## src/design/crv_ram.sv

```systemverilog
// Generic single-port synchronous RAM with a registered read.
module crv_ram #(
  parameter int WIDTH = 8,
  parameter int DEPTH = 16
) (
  input  logic                     clk,
  input  logic                     en,
  input  logic                     we,
  input  logic [$clog2(DEPTH)-1:0] addr,
  input  logic [WIDTH-1:0]         wdata,
  output logic [WIDTH-1:0]         rdata
);

  logic [WIDTH-1:0] mem [DEPTH];

  always_ff @(posedge clk) begin
    if (en) begin
      if (we) begin
        mem[addr] <= wdata;
      end else begin
        rdata <= mem[addr];
      end
    end
  end

endmodule

```

## config.mk

```make
export PLATFORM = sky130hd
export DESIGN_NAME = crv_ram
export DESIGN_NICKNAME = d
export VERILOG_FILES = /design/src/design/crv_ram.sv
export SDC_FILE = /design/constraint.sdc
export NUM_CORES = 1
export LEC_CHECK = 0
export ABC_AREA = 0
export BUFFER_PORTS_ARGS = -buffer_cell sky130_fd_sc_hd__buf_4
export CAP_MARGIN = 5
export CORE_MARGIN = 2
export CORE_UTILIZATION = 40
export DETAILED_ROUTE_END_ITERATION = 16
export HOLD_SLACK_MARGIN = 0.02
export PLACE_DENSITY = 0.68
export SLEW_MARGIN = 20
export SYNTH_ARGS = -nofsm -noshare
export SYNTH_HDL_FRONTEND = slang
export SYNTH_SLANG_ARGS = --single-unit
export TNS_END_PERCENT = 100
```

## constraint.sdc

```tcl
create_clock -name clk -period 3 [get_ports clk]
set_input_delay 0.6 -clock clk [delete_from_list [all_inputs] [get_ports clk]]
set_output_delay 0.6 -clock clk [all_outputs]
set_load 0.005 [all_outputs]
```

# ---- Yosys cells after proc, flatten, opt, wreduce, memory -nomap -nowiden
# Memories as Yosys holds them, arrays and structs flattened. A register that Yosys moved wholly into a read port is not among the register bits.
# Index checks and enable logic that the tools add are counted.
dict set report totals {
  n_memories 1
  register_bits 0
  out_inout_bits 8
  wordCells 6
  mem_bits_ro 0
  latchBits 0
  ramBits 128
  in_bits 15
}
# memory words width rd rd_clocked_by_memory_dff write_ports line
set mem_list {}
lappend mem_list {mem 16 8 1 1 1 14} ;# logic [WIDTH-1:0] mem [DEPTH];
dict set report op_classes {
  mux 3
  n_addsub 0
  multipliers 0
  n_reduce_logical 1
  order_cmp 0
  bitwise_logic 1
  shift 0
  n_eq_ne 0
  n_div 0
}
# cell count
set op_table {}
lappend op_table {{$mux 1} 3}
lappend op_table {{$reduce_and 2->1} 1}
lappend op_table {{$not 1->1} 1}

# ---- Depth between registers and ports, before layout
dict set report depth {
  depth_word 3
  mapped_depth 5
  depth_no_buf 3
}

# ---- Worst setup path after synthesis
# OpenSTA, ideal clock, no wires.
dict set report synth_timing {
  path_type {input port to flip-flop}
  from {input addr[0]}
  to {memory mem[0][0] (enable)}
  setup_time_ns 0.383
  required_time_ns 2.617
  slack_ns 0.678
  t_arrival_ns 1.939
  cell_stages 4
  n_path_buf 2
  path_cell_list {buf_6 buf_2 or3_1 nor3_1}
}
# element line
set synth_rtl {}
lappend synth_rtl {{start, declared} 9} ;# input logic [$clog2(DEPTH)-1:0] addr,
lappend synth_rtl {{end, declared} 14}
# No word-level cell before the write port.

# ---- Worst setup path after layout
dict set report layout_timing {
  from {input addr[0]}
  to {memory mem[9][0] (enable)}
}
# No word-level cell before the write port.

==> results.json <==
{
  "cp.arrival_ns": 2.13,
  "fin_skew_ns": 0.00617,
  "end_kind": "register",
  "holdCritPathClass": "input pin to register",
  "ff2ff_path_depth": 3,
  "cts_root_buffer": "clkbuf_16",
  "cts_made_buffers": 17,
  "pwr_density_cell_nw_per_um2": 740,
  "cp-start-kind": "input pin",
  "clockBufferDepth": 2,
  "vias": 2471,
  "ir_drop_mv": 0.388,
  "maxSlewViolCount": 0,
  "io_pins": 23,
  "hold_ws_ns": 0.524,
  "synth_seq_cells": 136,
  "yosys.area.top_type_share_pct": 78.0,
  "port_buffers": 22,
  "ant_nets": 0,
  "power.leakage_uw": 0.00212,
  "synth_area_um2": 5240,
  "use_met2_pct": 23.3,
  "grt_max_degree": 37,
  "cts_tree": "yes",
  "gr-total-overflow": 0,
  "wl_um": 10400,
  "cp_max_fo": 36,
  "rows": 41,
  "drv_cap": 0,
  "grt.busiest_layer": "met2",
  "hold_depth": 1,
  "firstDrtPassIters": 4,
  "final_nets": 291,
  "synth.area.top_cells": "edfxtp_1 (78%), mux4_1 (8.0%), mux4_2 (6.9%)",
  "start_util_pct": 41.2,
  "fin_crit_ns": 2.09,
  "die_h_um": 118,
  "grt_pass1_wl_um": 15600,
  "clkLatencyLatePin_ns": 0.41,
  "drt_iter0_drc": 339,
  "dp_hpwl_um": 6410,
  "avgViaCountPerCell": 5.36,
  "antenna_found_initial": 0,
  "cts.sinks": 136,
  "die-area_um2": 14000,
  "gp_congestion": 0.807,
  "fill_cells": 1030,
  "drive_gt1_share_pct": 28.0,
  "syn-mean-instance-area_um2": 22.4,
  "core_um2": 12700,
  "setup_viol_count_final": 0,
  "synth-seq-area-share_pct": 78.0,
  "die_w_um": 118,
  "critPathRequiredTime_ns": 3.04,
  "synth_cell_type_count": 18,
  "yosysTopAreaCell": "edfxtp_1",
  "area_growth_pct": 20.8,
  "grtUsageTotal_pct": 15.7,
  "post_cts_buffers": 0,
  "syn_nets": 249,
  "cts_resized": 0,
  "wl_per_cell_um": 22.6,
  "syn_inst": 234,
  "drc": 0,
  "hold_buffers": 0,
  "ys_warn_count": 0,
  "path_clk_slew_ns": 0.06,
  "tightest_slew_ns": 0.839,
  "use_met1_pct": 21.9,
  "outcome": "finished, final reports clean",
  "period_share_pct": 69.8,
  "cts_max_level": 4,
  "use_met3_pct": 4.73,
  "max_slew_margin_pct": 44.0,
  "rsz0062_at_grt": "no",
  "fin_tns_setup_ns": 0,
  "hold_viol": 0,
  "antennaDiodeCount": 0,
  "grt_pass1_vias": 2478,
  "fmax_mhz": 478,
  "crit_type": "input pin to register"
}
==> cell usage in the layout, fill, tap and decap left out <==
master,n
a22oi_1,16
and2_1,1
buf_4,36
bufinv_16,7
clkbuf_1,1
clkbuf_16,17
clkinv_1,2
clkinv_2,2
clkinv_4,2
clkinvlp_4,1
edfxtp_1,136
mux4_1,16
mux4_2,16
nand2_1,10
nand2b_1,2
nand4_1,1
nand4b_1,2
nor2_1,13
nor2b_1,3
nor3_1,4
or3_1,1
==> logic make-up after synthesis <==
logic type,after synthesis,share of synthesized area [%]
compound gates,16,2.29
buf+inv,13,1.50
flops,136,78.0
mux,32,14.9
simple gates,37,3.32
==> layout make-up <==
class                   instances  area (µm²)  share of cell area (%)
flip-flops and latches        136        4080                    64.6
multi-input cells              85        1070                    17.0
clock buffers                  18         429                    6.78
repair buffers                 36         270                    4.27
clock inverters                14         253                    4.00
well taps                     172         215                    3.40
==> cell usage after synthesis (all sizes together) <==
cell type	count
nor2	13
nand2	10
nand4	1
nand2b	2
clkbuf	5
edfxtp	136
buf	8
nand4b	2
nor3	4
or3	1
mux4	32
a22oi	16
and2	1
nor2b	3
==> registers in the layout (all words and copies together), names as in the netlist <==
name	count
mem	128
rdata	8
==> critical path: stages <==
cell	delay (ns)
buf_4	0.50
nand4b_1	0.32
nor2_1	0.67
==> report_power, final <==
group          switching (µW)  total [µW]  internal (µW)
combinational             107         180           73.2
sequential               7.57        2130           2120
clock                     737        2370           1630
==> final timing paths <==
check	from	endpoint	slack (ns)
worst max-delay path	addr[0]	mem[9][0]$_DFFE_PP_	0.91
worst min-delay path	wdata[2]	mem[7][2]$_DFFE_PP_	0.52
worst max register to register	mem[1][0]$_DFFE_PP_	rdata[0]$_DFFE_PP_	1.39
worst min register to register	mem[11][2]$_DFFE_PP_	rdata[2]$_DFFE_PP_	0.76
==> stage by stage <==
| stage | setup WS [ns] | std cells | total power (µW) | util, % | area [µm²] |
|---|---|---|---|---|---|
| after detailed placement | 0.434 | 429 | 2350 | 44.4 | 5640 |
| after CTS | 0.874 | 461 | 4710 | 49.7 | 6330 |
| after global routing | 0.739 | 461 | 4810 | 49.7 | 6330 |
| after floorplan | 0.678 | 234 | 2270 | - | 5240 |
| final | 0.907 | 461 | 4680 | 49.7 | 6330 |
| after global placement | 0.410 | 429 | 2340 | 44.4 | 5640 |
==> per-layer routing <==
layer / wire length (µm) / vias to the layer above
li1: - / 1082
met1: 4640 / 1279
met2: 4850 / 94
met3: 746 / 16
met4: 164 / 0
met5: 0 / -
Power figures use the tool's default switching activity.
