==> src/design/crv_pkg.sv <==
// Types and constants shared by the running variance table modules.
package crv_pkg;

  localparam int FRAC_BITS = 16;
  localparam int OP_W      = 1;
  localparam int CELL_W    = 12;
  localparam int SAMPLE_W  = 7;
  localparam int COUNT_W   = 16;
  localparam int MEAN_W    = SAMPLE_W + FRAC_BITS;
  localparam int VAR_W     = 12 + FRAC_BITS;
  localparam int PROD_W    = 2 * MEAN_W;
  localparam int NV_W      = COUNT_W + VAR_W;
  localparam int DIV_W     = 46;
  localparam int DIVSR_W   = COUNT_W;
  localparam int STEP_W    = 5;
  localparam int CELL_BITS = COUNT_W + MEAN_W + VAR_W;

  localparam logic [OP_W-1:0]    OP_ADD    = 1'b0;
  localparam logic [OP_W-1:0]    OP_CLEAR  = 1'b1;
  localparam logic [COUNT_W-1:0] COUNT_MAX = '1;
  localparam logic [VAR_W-1:0]   VAR_MAX   = '1;

  typedef struct packed {
    logic [OP_W-1:0]     op;
    logic [CELL_W-1:0]   cell_req;
    logic [SAMPLE_W-1:0] sample;
  } in_item_t;

  typedef struct packed {
    logic [COUNT_W-1:0] count;
    logic [MEAN_W-1:0]  mean_q16;
    logic [VAR_W-1:0]   variance_q16;
    logic               saturated;
  } out_item_t;

  typedef struct packed {
    logic [COUNT_W-1:0] count;
    logic [MEAN_W-1:0]  mean;
    logic [VAR_W-1:0]   variance;
  } cell_t;

  typedef struct packed {
    logic               start;
    logic [DIV_W-1:0]   dividend;
    logic [DIVSR_W-1:0] divisor;
    logic [STEP_W-1:0]  pairs;
  } div_req_t;

  typedef struct packed {
    logic             done;
    logic [DIV_W-1:0] quotient;
  } div_rsp_t;

endpackage

==> src/design/crv_div.sv <==
// Iterative restoring divider that retires two quotient bits per cycle.
module crv_div (
  input  logic               clk,
  input  logic               rst_n,
  input  crv_pkg::div_req_t  req,
  output crv_pkg::div_rsp_t  rsp
);
  import crv_pkg::*;

  logic                busy_r;
  logic                done_r;
  logic [STEP_W-1:0]   cnt_r;
  logic [DIVSR_W-1:0]  rem_r;
  logic [DIVSR_W-1:0]  dvs_r;
  logic [DIV_W-1:0]    q_r;
  logic [DIVSR_W-1:0]  rem_mid, rem_nxt;
  logic [DIV_W-1:0]    q_mid, q_nxt;

  function automatic logic [DIVSR_W+DIV_W-1:0] div_step(
    input logic [DIVSR_W-1:0] rem,
    input logic [DIV_W-1:0]   q,
    input logic [DIVSR_W-1:0] d
  );
    logic [DIVSR_W:0] r;
    logic             ge;
    r  = {rem, q[DIV_W-1]};
    ge = (r >= {1'b0, d});
    if (ge) begin
      r = r - {1'b0, d};
    end
    return {r[DIVSR_W-1:0], q[DIV_W-2:0], ge};
  endfunction

  always_comb begin
    {rem_mid, q_mid} = div_step(rem_r, q_r, dvs_r);
    {rem_nxt, q_nxt} = div_step(rem_mid, q_mid, dvs_r);
  end

  always_ff @(posedge clk) begin
    if (!rst_n) begin
      busy_r <= 1'b0;
      done_r <= 1'b0;
      cnt_r  <= '0;
    end else begin
      done_r <= 1'b0;
      if (req.start) begin
        busy_r <= 1'b1;
        cnt_r  <= req.pairs;
      end else if (busy_r) begin
        cnt_r <= cnt_r - 1'b1;
        if (cnt_r == STEP_W'(1)) begin
          busy_r <= 1'b0;
          done_r <= 1'b1;
        end
      end
    end
  end

  always_ff @(posedge clk) begin
    if (req.start) begin
      rem_r <= '0;
      q_r   <= req.dividend;
      dvs_r <= req.divisor;
    end else if (busy_r) begin
      rem_r <= rem_nxt;
      q_r   <= q_nxt;
    end
  end

  assign rsp.done     = done_r;
  assign rsp.quotient = q_r;

endmodule

==> config.mk <==
export PLATFORM = sky130hd
export DESIGN_NAME = crv_div
export DESIGN_NICKNAME = d
export VERILOG_FILES = /design/src/design/crv_pkg.sv /design/src/design/crv_div.sv
export SDC_FILE = /design/constraint.sdc
export NUM_CORES = 1
export LEC_CHECK = 0
export BUFFER_PORTS_ARGS = -buffer_cell sky130_fd_sc_hd__buf_2
export CELL_PAD_IN_SITES_DETAIL_PLACEMENT = 1
export CELL_PAD_IN_SITES_GLOBAL_PLACEMENT = 2
export CORE_MARGIN = 5
export CORE_UTILIZATION = 30
export DETAILED_ROUTE_END_ITERATION = 16
export HOLD_SLACK_MARGIN = 0.05
export PLACE_DENSITY = 0.73
export SYNTH_ARGS = -nofsm -noshare
export SYNTH_HDL_FRONTEND = slang
export SYNTH_SLANG_ARGS = --single-unit
==> constraint.sdc <==
create_clock -name clk -period 5.53 [get_ports clk]
set_input_delay 0.2765 -clock clk [delete_from_list [all_inputs] [get_ports clk]]
set_output_delay 0.2765 -clock clk [all_outputs]
set_load 0.02 [all_outputs]
Yosys cells after proc, flatten, opt, wreduce, memory -nomap -nowiden
Index checks and enable logic that the tools add are counted.
- register bits: 85
- input bits: 70
- output and inout port bits: 47
- logic and storage cells: 26
- add/subtract/negate cells: 3
- $lt $le $gt $ge: 2
- equality and inequality tests: 1
- mux-type cells: 10
- bitwise gates (word level): 2
- reductions and logical operators: 2
- operators by type and width (operator ; number):
    46-bit two-way mux ; 2
    17-bit by 16-bit >= comparator with 1-bit output ; 2
    16-bit two-way mux ; 2
    16-bit subtractor ; 2
    5-bit two-way mux ; 2
    5-bit by 1-bit equality test with 1-bit output, second input constant ; 1
    5-bit by 1-bit subtractor with 5-bit output, second input constant ; 1
    1-bit two-way mux ; 4
    3-bit OR reduction ; 1
    1-bit inverter ; 2
    2-bit nonzero test ; 1

Longest topological paths before layout
- word-level depth: 5
- mapped depth: 20
- mapped depth without buffers: 19

Least setup slack after synthesis
No wires, ideal clock.
- kind: reg2reg
- start: register dvs_r[1]
- end: register q_r[0], data pin
- setup time: 260 ps
- arrival: 4133 ps
- required time: 5270 ps
- slack: 1137 ps
- stages on the path, launching flop included: 18
- period minus slack after synthesis: 4393 ps
- path through: edfxtp_1 inv_1 ha_1 nor2b_1 o31a_1 o21bai_1 o2111ai_1 a21boi_0 a221o_1 ha_1 nor2b_1 o31ai_1 a211oi_1 o31a_1 o21ai_1 o211ai_2 buf_2 mux2_2
- cells in the longest elaborated chain, start to end: 5
- ends and longest elaborated chain (item ; RTL line ; text):
    start, declared ; crv_div.sv:14 ; logic [DIVSR_W-1:0] dvs_r;
    start signal, assigned ; crv_div.sv:63 ; dvs_r <= req.divisor;
    16-bit subtractor or 17-bit by 16-bit >= comparator with 1-bit output (tied branches) ; crv_div.sv:29, crv_div.sv:27 ;
    16-bit two-way mux ; crv_div.sv:28 ; if (ge) begin
    17-bit by 16-bit >= comparator with 1-bit output (*) ; crv_div.sv:27 ; ge = (r >= {1'b0, d});
    46-bit two-way mux (*) ; crv_div.sv:64 ; end else if (busy_r) begin
    46-bit two-way mux (*) ; crv_div.sv:60 ; if (req.start) begin
    end signal, assigned ; crv_div.sv:62 ; q_r <= req.dividend;
    end signal, assigned ; crv_div.sv:66 ; q_r <= q_nxt;
    end, declared ; crv_div.sv:15 ; logic [DIV_W-1:0] q_r;
Every way passes the cells marked *; elsewhere a longest branch is shown, timed or not. The select of a mux whose other input is x is not followed.
A chain may end at the register's enable or synchronous reset.

Worst setup path after layout
- start: register dvs_r[5]
- end: register q_r[0], data pin
The elaborated chain is that of the path after synthesis.

==> metrics.md <==
| Metric | Value |
|---|---|
| Worst skew pair latency | `between 0.3 and 0.4 ns` |
| FF/Latch Area | `roughly 2300 sq um` |
| Mean Syn Cell Area | `~11 sq um` |
| Hold Buf Count CTS | `0` |
| Max Slew Vio Count | `0` |
| Post-synth EDFFs | `62` |
| Post-Route WL | `around 16000 microns` |
| DRT Pass-1 Iters | `6` |
| Worst Path Required | `5.63 ns` |
| Worst Tran Pin Value | `between 0.6 and 0.7 ns` |
| Fmax | `slightly below 200 MHz` |
| Via count | `4362` |
| Crit Path Max Fanout | `10` |
| Sw Share | `0.370` |
| Number of port buffers | `around 120` |
| Register share of total power | `0.323` |
| GRT Total Usage | `0.161` |
| Setup violators final | `0` |
| Ports | `roughly 120` |
| Clock power frac | `0.263` |
| Worst Path Arrival | `a little over 5 ns` |
| Yosys Warn Count | `0` |
| Vias in the first global route | `between 4k and 5k` |
| DR DRC count | `0` |
| Seq/Total Area, Yosys | `0.437` |
| Final Critical Period | `about 5.1 ns` |
| Post-route setup slack | `approximately 0.45 ns` |
| Placed Area | `6160 sq um` |
| CTS resizes | `0` |
| CP endpoint kind | `flop` |
| Slew margin rel. | `0.563` |
| RSZ-0062 raised after global routing | `no` |
| Crit Path Class | `flop to flop` |
| Starting DRC count in detailed routing | `~170` |
| Layout cells sized above 1 | `0.330` |
| Synth area leaders | `edfxtp_1 35%, mux2_2 12%, dfxtp_1 8.7%` |
| Clock tree sinks | `85` |
| Area of the multi-input gates | `roughly 2800 sq um` |
| Pre-CTS setup slack | `~0.44 ns` |
| Drt wl/cell | `roughly 19 microns` |
| Via density | `just over 5` |
| Die area | `a little over 20000 sq um` |
| Leading register cell type out of synthesis | `edfxtp_1` |
| Most common cell in the netlist | `edfxtp_1` |
| P&R area growth vs syn | `22.0%` |
| Setup TNS | `0 ns` |
| N_diodes | `0` |
| Seq cells post-synth | `between 80 and 90` |
| Antenna violations before repair | `1` |
| Status | `finished clean` |
| Core area | `roughly 17000 sq um` |
| Final hold viol count | `0` |
| Post-synth top cells | `62 x edfxtp_1, 56 x mux2_2, 47 x nor2_1` |
| GP Congestion | `0.826` |
| Clock skew | `0.00762 ns` |
| Cell area after layout | `6480 sq um` |
| Startpoint types | `flop` |
| Chip width | `143 microns` |
| Leak pwr | `between 2 and 3 nW` |
| Post-CTS Setup Inserts | `0` |
| Area fraction of the dominant cell type after synthesis | `0.350` |
| Final net count | `729` |
| Fillers | `~2.0k` |
| Async set-or-reset flop fraction in the synthesized netlist | `0` |
| Cell internal pwr | `1.61 mW` |
| Power per cell area | `just under 400 nW/um^2` |
| Clk slew on worst S/H paths | `~0.070 ns` |
| Net load switching power | `about 0.94 mW` |
| HPWL after detailed placement | `between 10000 and 15000 microns` |
| CTS tree | `done` |
| Final worst hold slack | `approximately 0.10 ns` |
| Max IR drop VDD | `approximately 0.14 mV` |
| Root Driver | `clkbuf_16` |
| Area leader, netlist | `edfxtp_1` |
| Maxcap violations | `0` |
| Pwr Total | `between 2 and 3 mW` |
| Period utilization | `0.919` |
| # rows | `48` |
| Total grt overflow | `0` |
| Starting Density | `0.306` |
| Max clock buf depth | `2` |
| Global-route wire length before repair | `between 20000 and 30000 microns` |
| Post-Syn Instances | `505` |
| Comb pwr share | `0.415` |
| Hold WC Path Type | `primary input to flop` |
| Die H | `about 140 microns` |
| ANT nets after route | `0` |
| Synth cell types | `57` |
| Num CTS Buffers | `9` |
| H-tree depth | `3` |
| Pin count of the biggest net entering global routing | `slightly below 50` |
| Mapped Nets | `611` |
| Mapped Area | `around 5300 sq um` |
## per-stage QoR
stage          std cells  utilization
5_1_grt              853        0.374
3_3_place_gp         837        0.355
3_5_place_dp         837        0.355
2_1_floorplan        505            -
4_1_cts              853        0.374
6_report             853        0.374
## path summary, 6_finish.rpt
| kind | slack (ns) | cells past startpoint | to | from |
|---|---|---|---|---|
| min reg2reg | 0.52 | 2 | rem_r[14]$_SDFFE_PP0P_ | rem_r[14]$_SDFFE_PP0P_ |
| min | 0.10 | 1 | dvs_r[8]$_DFFE_PP_ | req[13] |
| max reg2reg | 0.45 | 15 | q_r[0]$_DFFE_PP_ | dvs_r[5]$_DFFE_PP_ |
| max | 0.45 | 15 | q_r[0]$_DFFE_PP_ | dvs_r[5]$_DFFE_PP_ |
## layer usage
layer | share of wire | global-route usage
met1 | 0.45 | 0.198
met2 | 0.46 | 0.264
met3 | 0.076 | 0.0603
met4 | 0.014 | 0.0450
met5 | 0.0013 | 0
## registers in the layout, indices dropped and copies added, names as in the netlist
| signal | count |
|---|---|
| q_r | 46 |
| cnt_r | 5 |
| dvs_r | 16 |
| done_r | 1 |
| rem_r | 16 |
| busy_r | 1 |
## power by group through the flow
stage | Clock (mW) | Sequential [mW] | Combinational [mW]
floorplan | 0 | 0.871 | 0.708
global route | 0.722 | 0.833 | 1.18
finish | 0.670 | 0.824 | 1.06
detailed placement | 0 | 0.836 | 1.06
CTS | 0.691 | 0.825 | 1.07
global placement | 0 | 0.835 | 1.04
## layout make-up
cell class | count | area share
inverter | 34 | 0.0197
timing repair buffer | 124 | 0.0992
sequential | 85 | 0.358
clock inverter | 7 | 0.0147
clock buffer | 9 | 0.0347
multi-input combinational | 369 | 0.430
tap | 225 | 0.0434
## kinds of logic (layout without fill, tap and decap cells)
logic type / Yosys count / count (layout) / share of synthesized area
compound gates: 113 / 113 / 0.151
mux: 58 / 58 / 0.123
fa+ha+maj: 36 / 36 / 0.0876
flops: 85 / 85 / 0.437
xor+xnor: 23 / 23 / 0.0379
buf+inv: 51 / 174 / 0.0381
simple gates: 139 / 139 / 0.125
## critical path, stage by stage (launching register included)
cell and delay (ns):
edfxtp_1 0.36, inv_1 0.10, ha_1 0.31, o21ai_0 0.20, or2_0 0.27, o21bai_1 0.17, o2111ai_1 0.37, and2_1 0.46
mux2_2 0.41, ha_1 0.36, a21oi_1 0.31, o21ai_0 0.18, o31a_1 0.29, o21ai_1 0.30, o211ai_2 0.37, mux2_2 0.38
## cells in the final DEF (no fill, tap or decap), types with 3 or more instances in the layout
cell	n
a211oi_1	7
a21o_1	3
a21oi_1	24
a311oi_1	9
a31oi_1	7
and2_1	5
buf_2	115
buf_4	9
clkbuf_16	9
dfxtp_1	23
edfxtp_1	62
ha_1	34
inv_1	34
inv_6	3
mux2_2	56
nand2_1	33
nand3_1	8
nand4_1	5
nor2_1	47
nor2b_1	8
nor3_1	13
o21a_1	10
o21ai_0	18
o21bai_1	4
o31a_1	5
o31ai_1	4
or2_2	4
or3_1	7
xnor2_1	19
xor2_1	4
(Power assumes the default switching activity.)
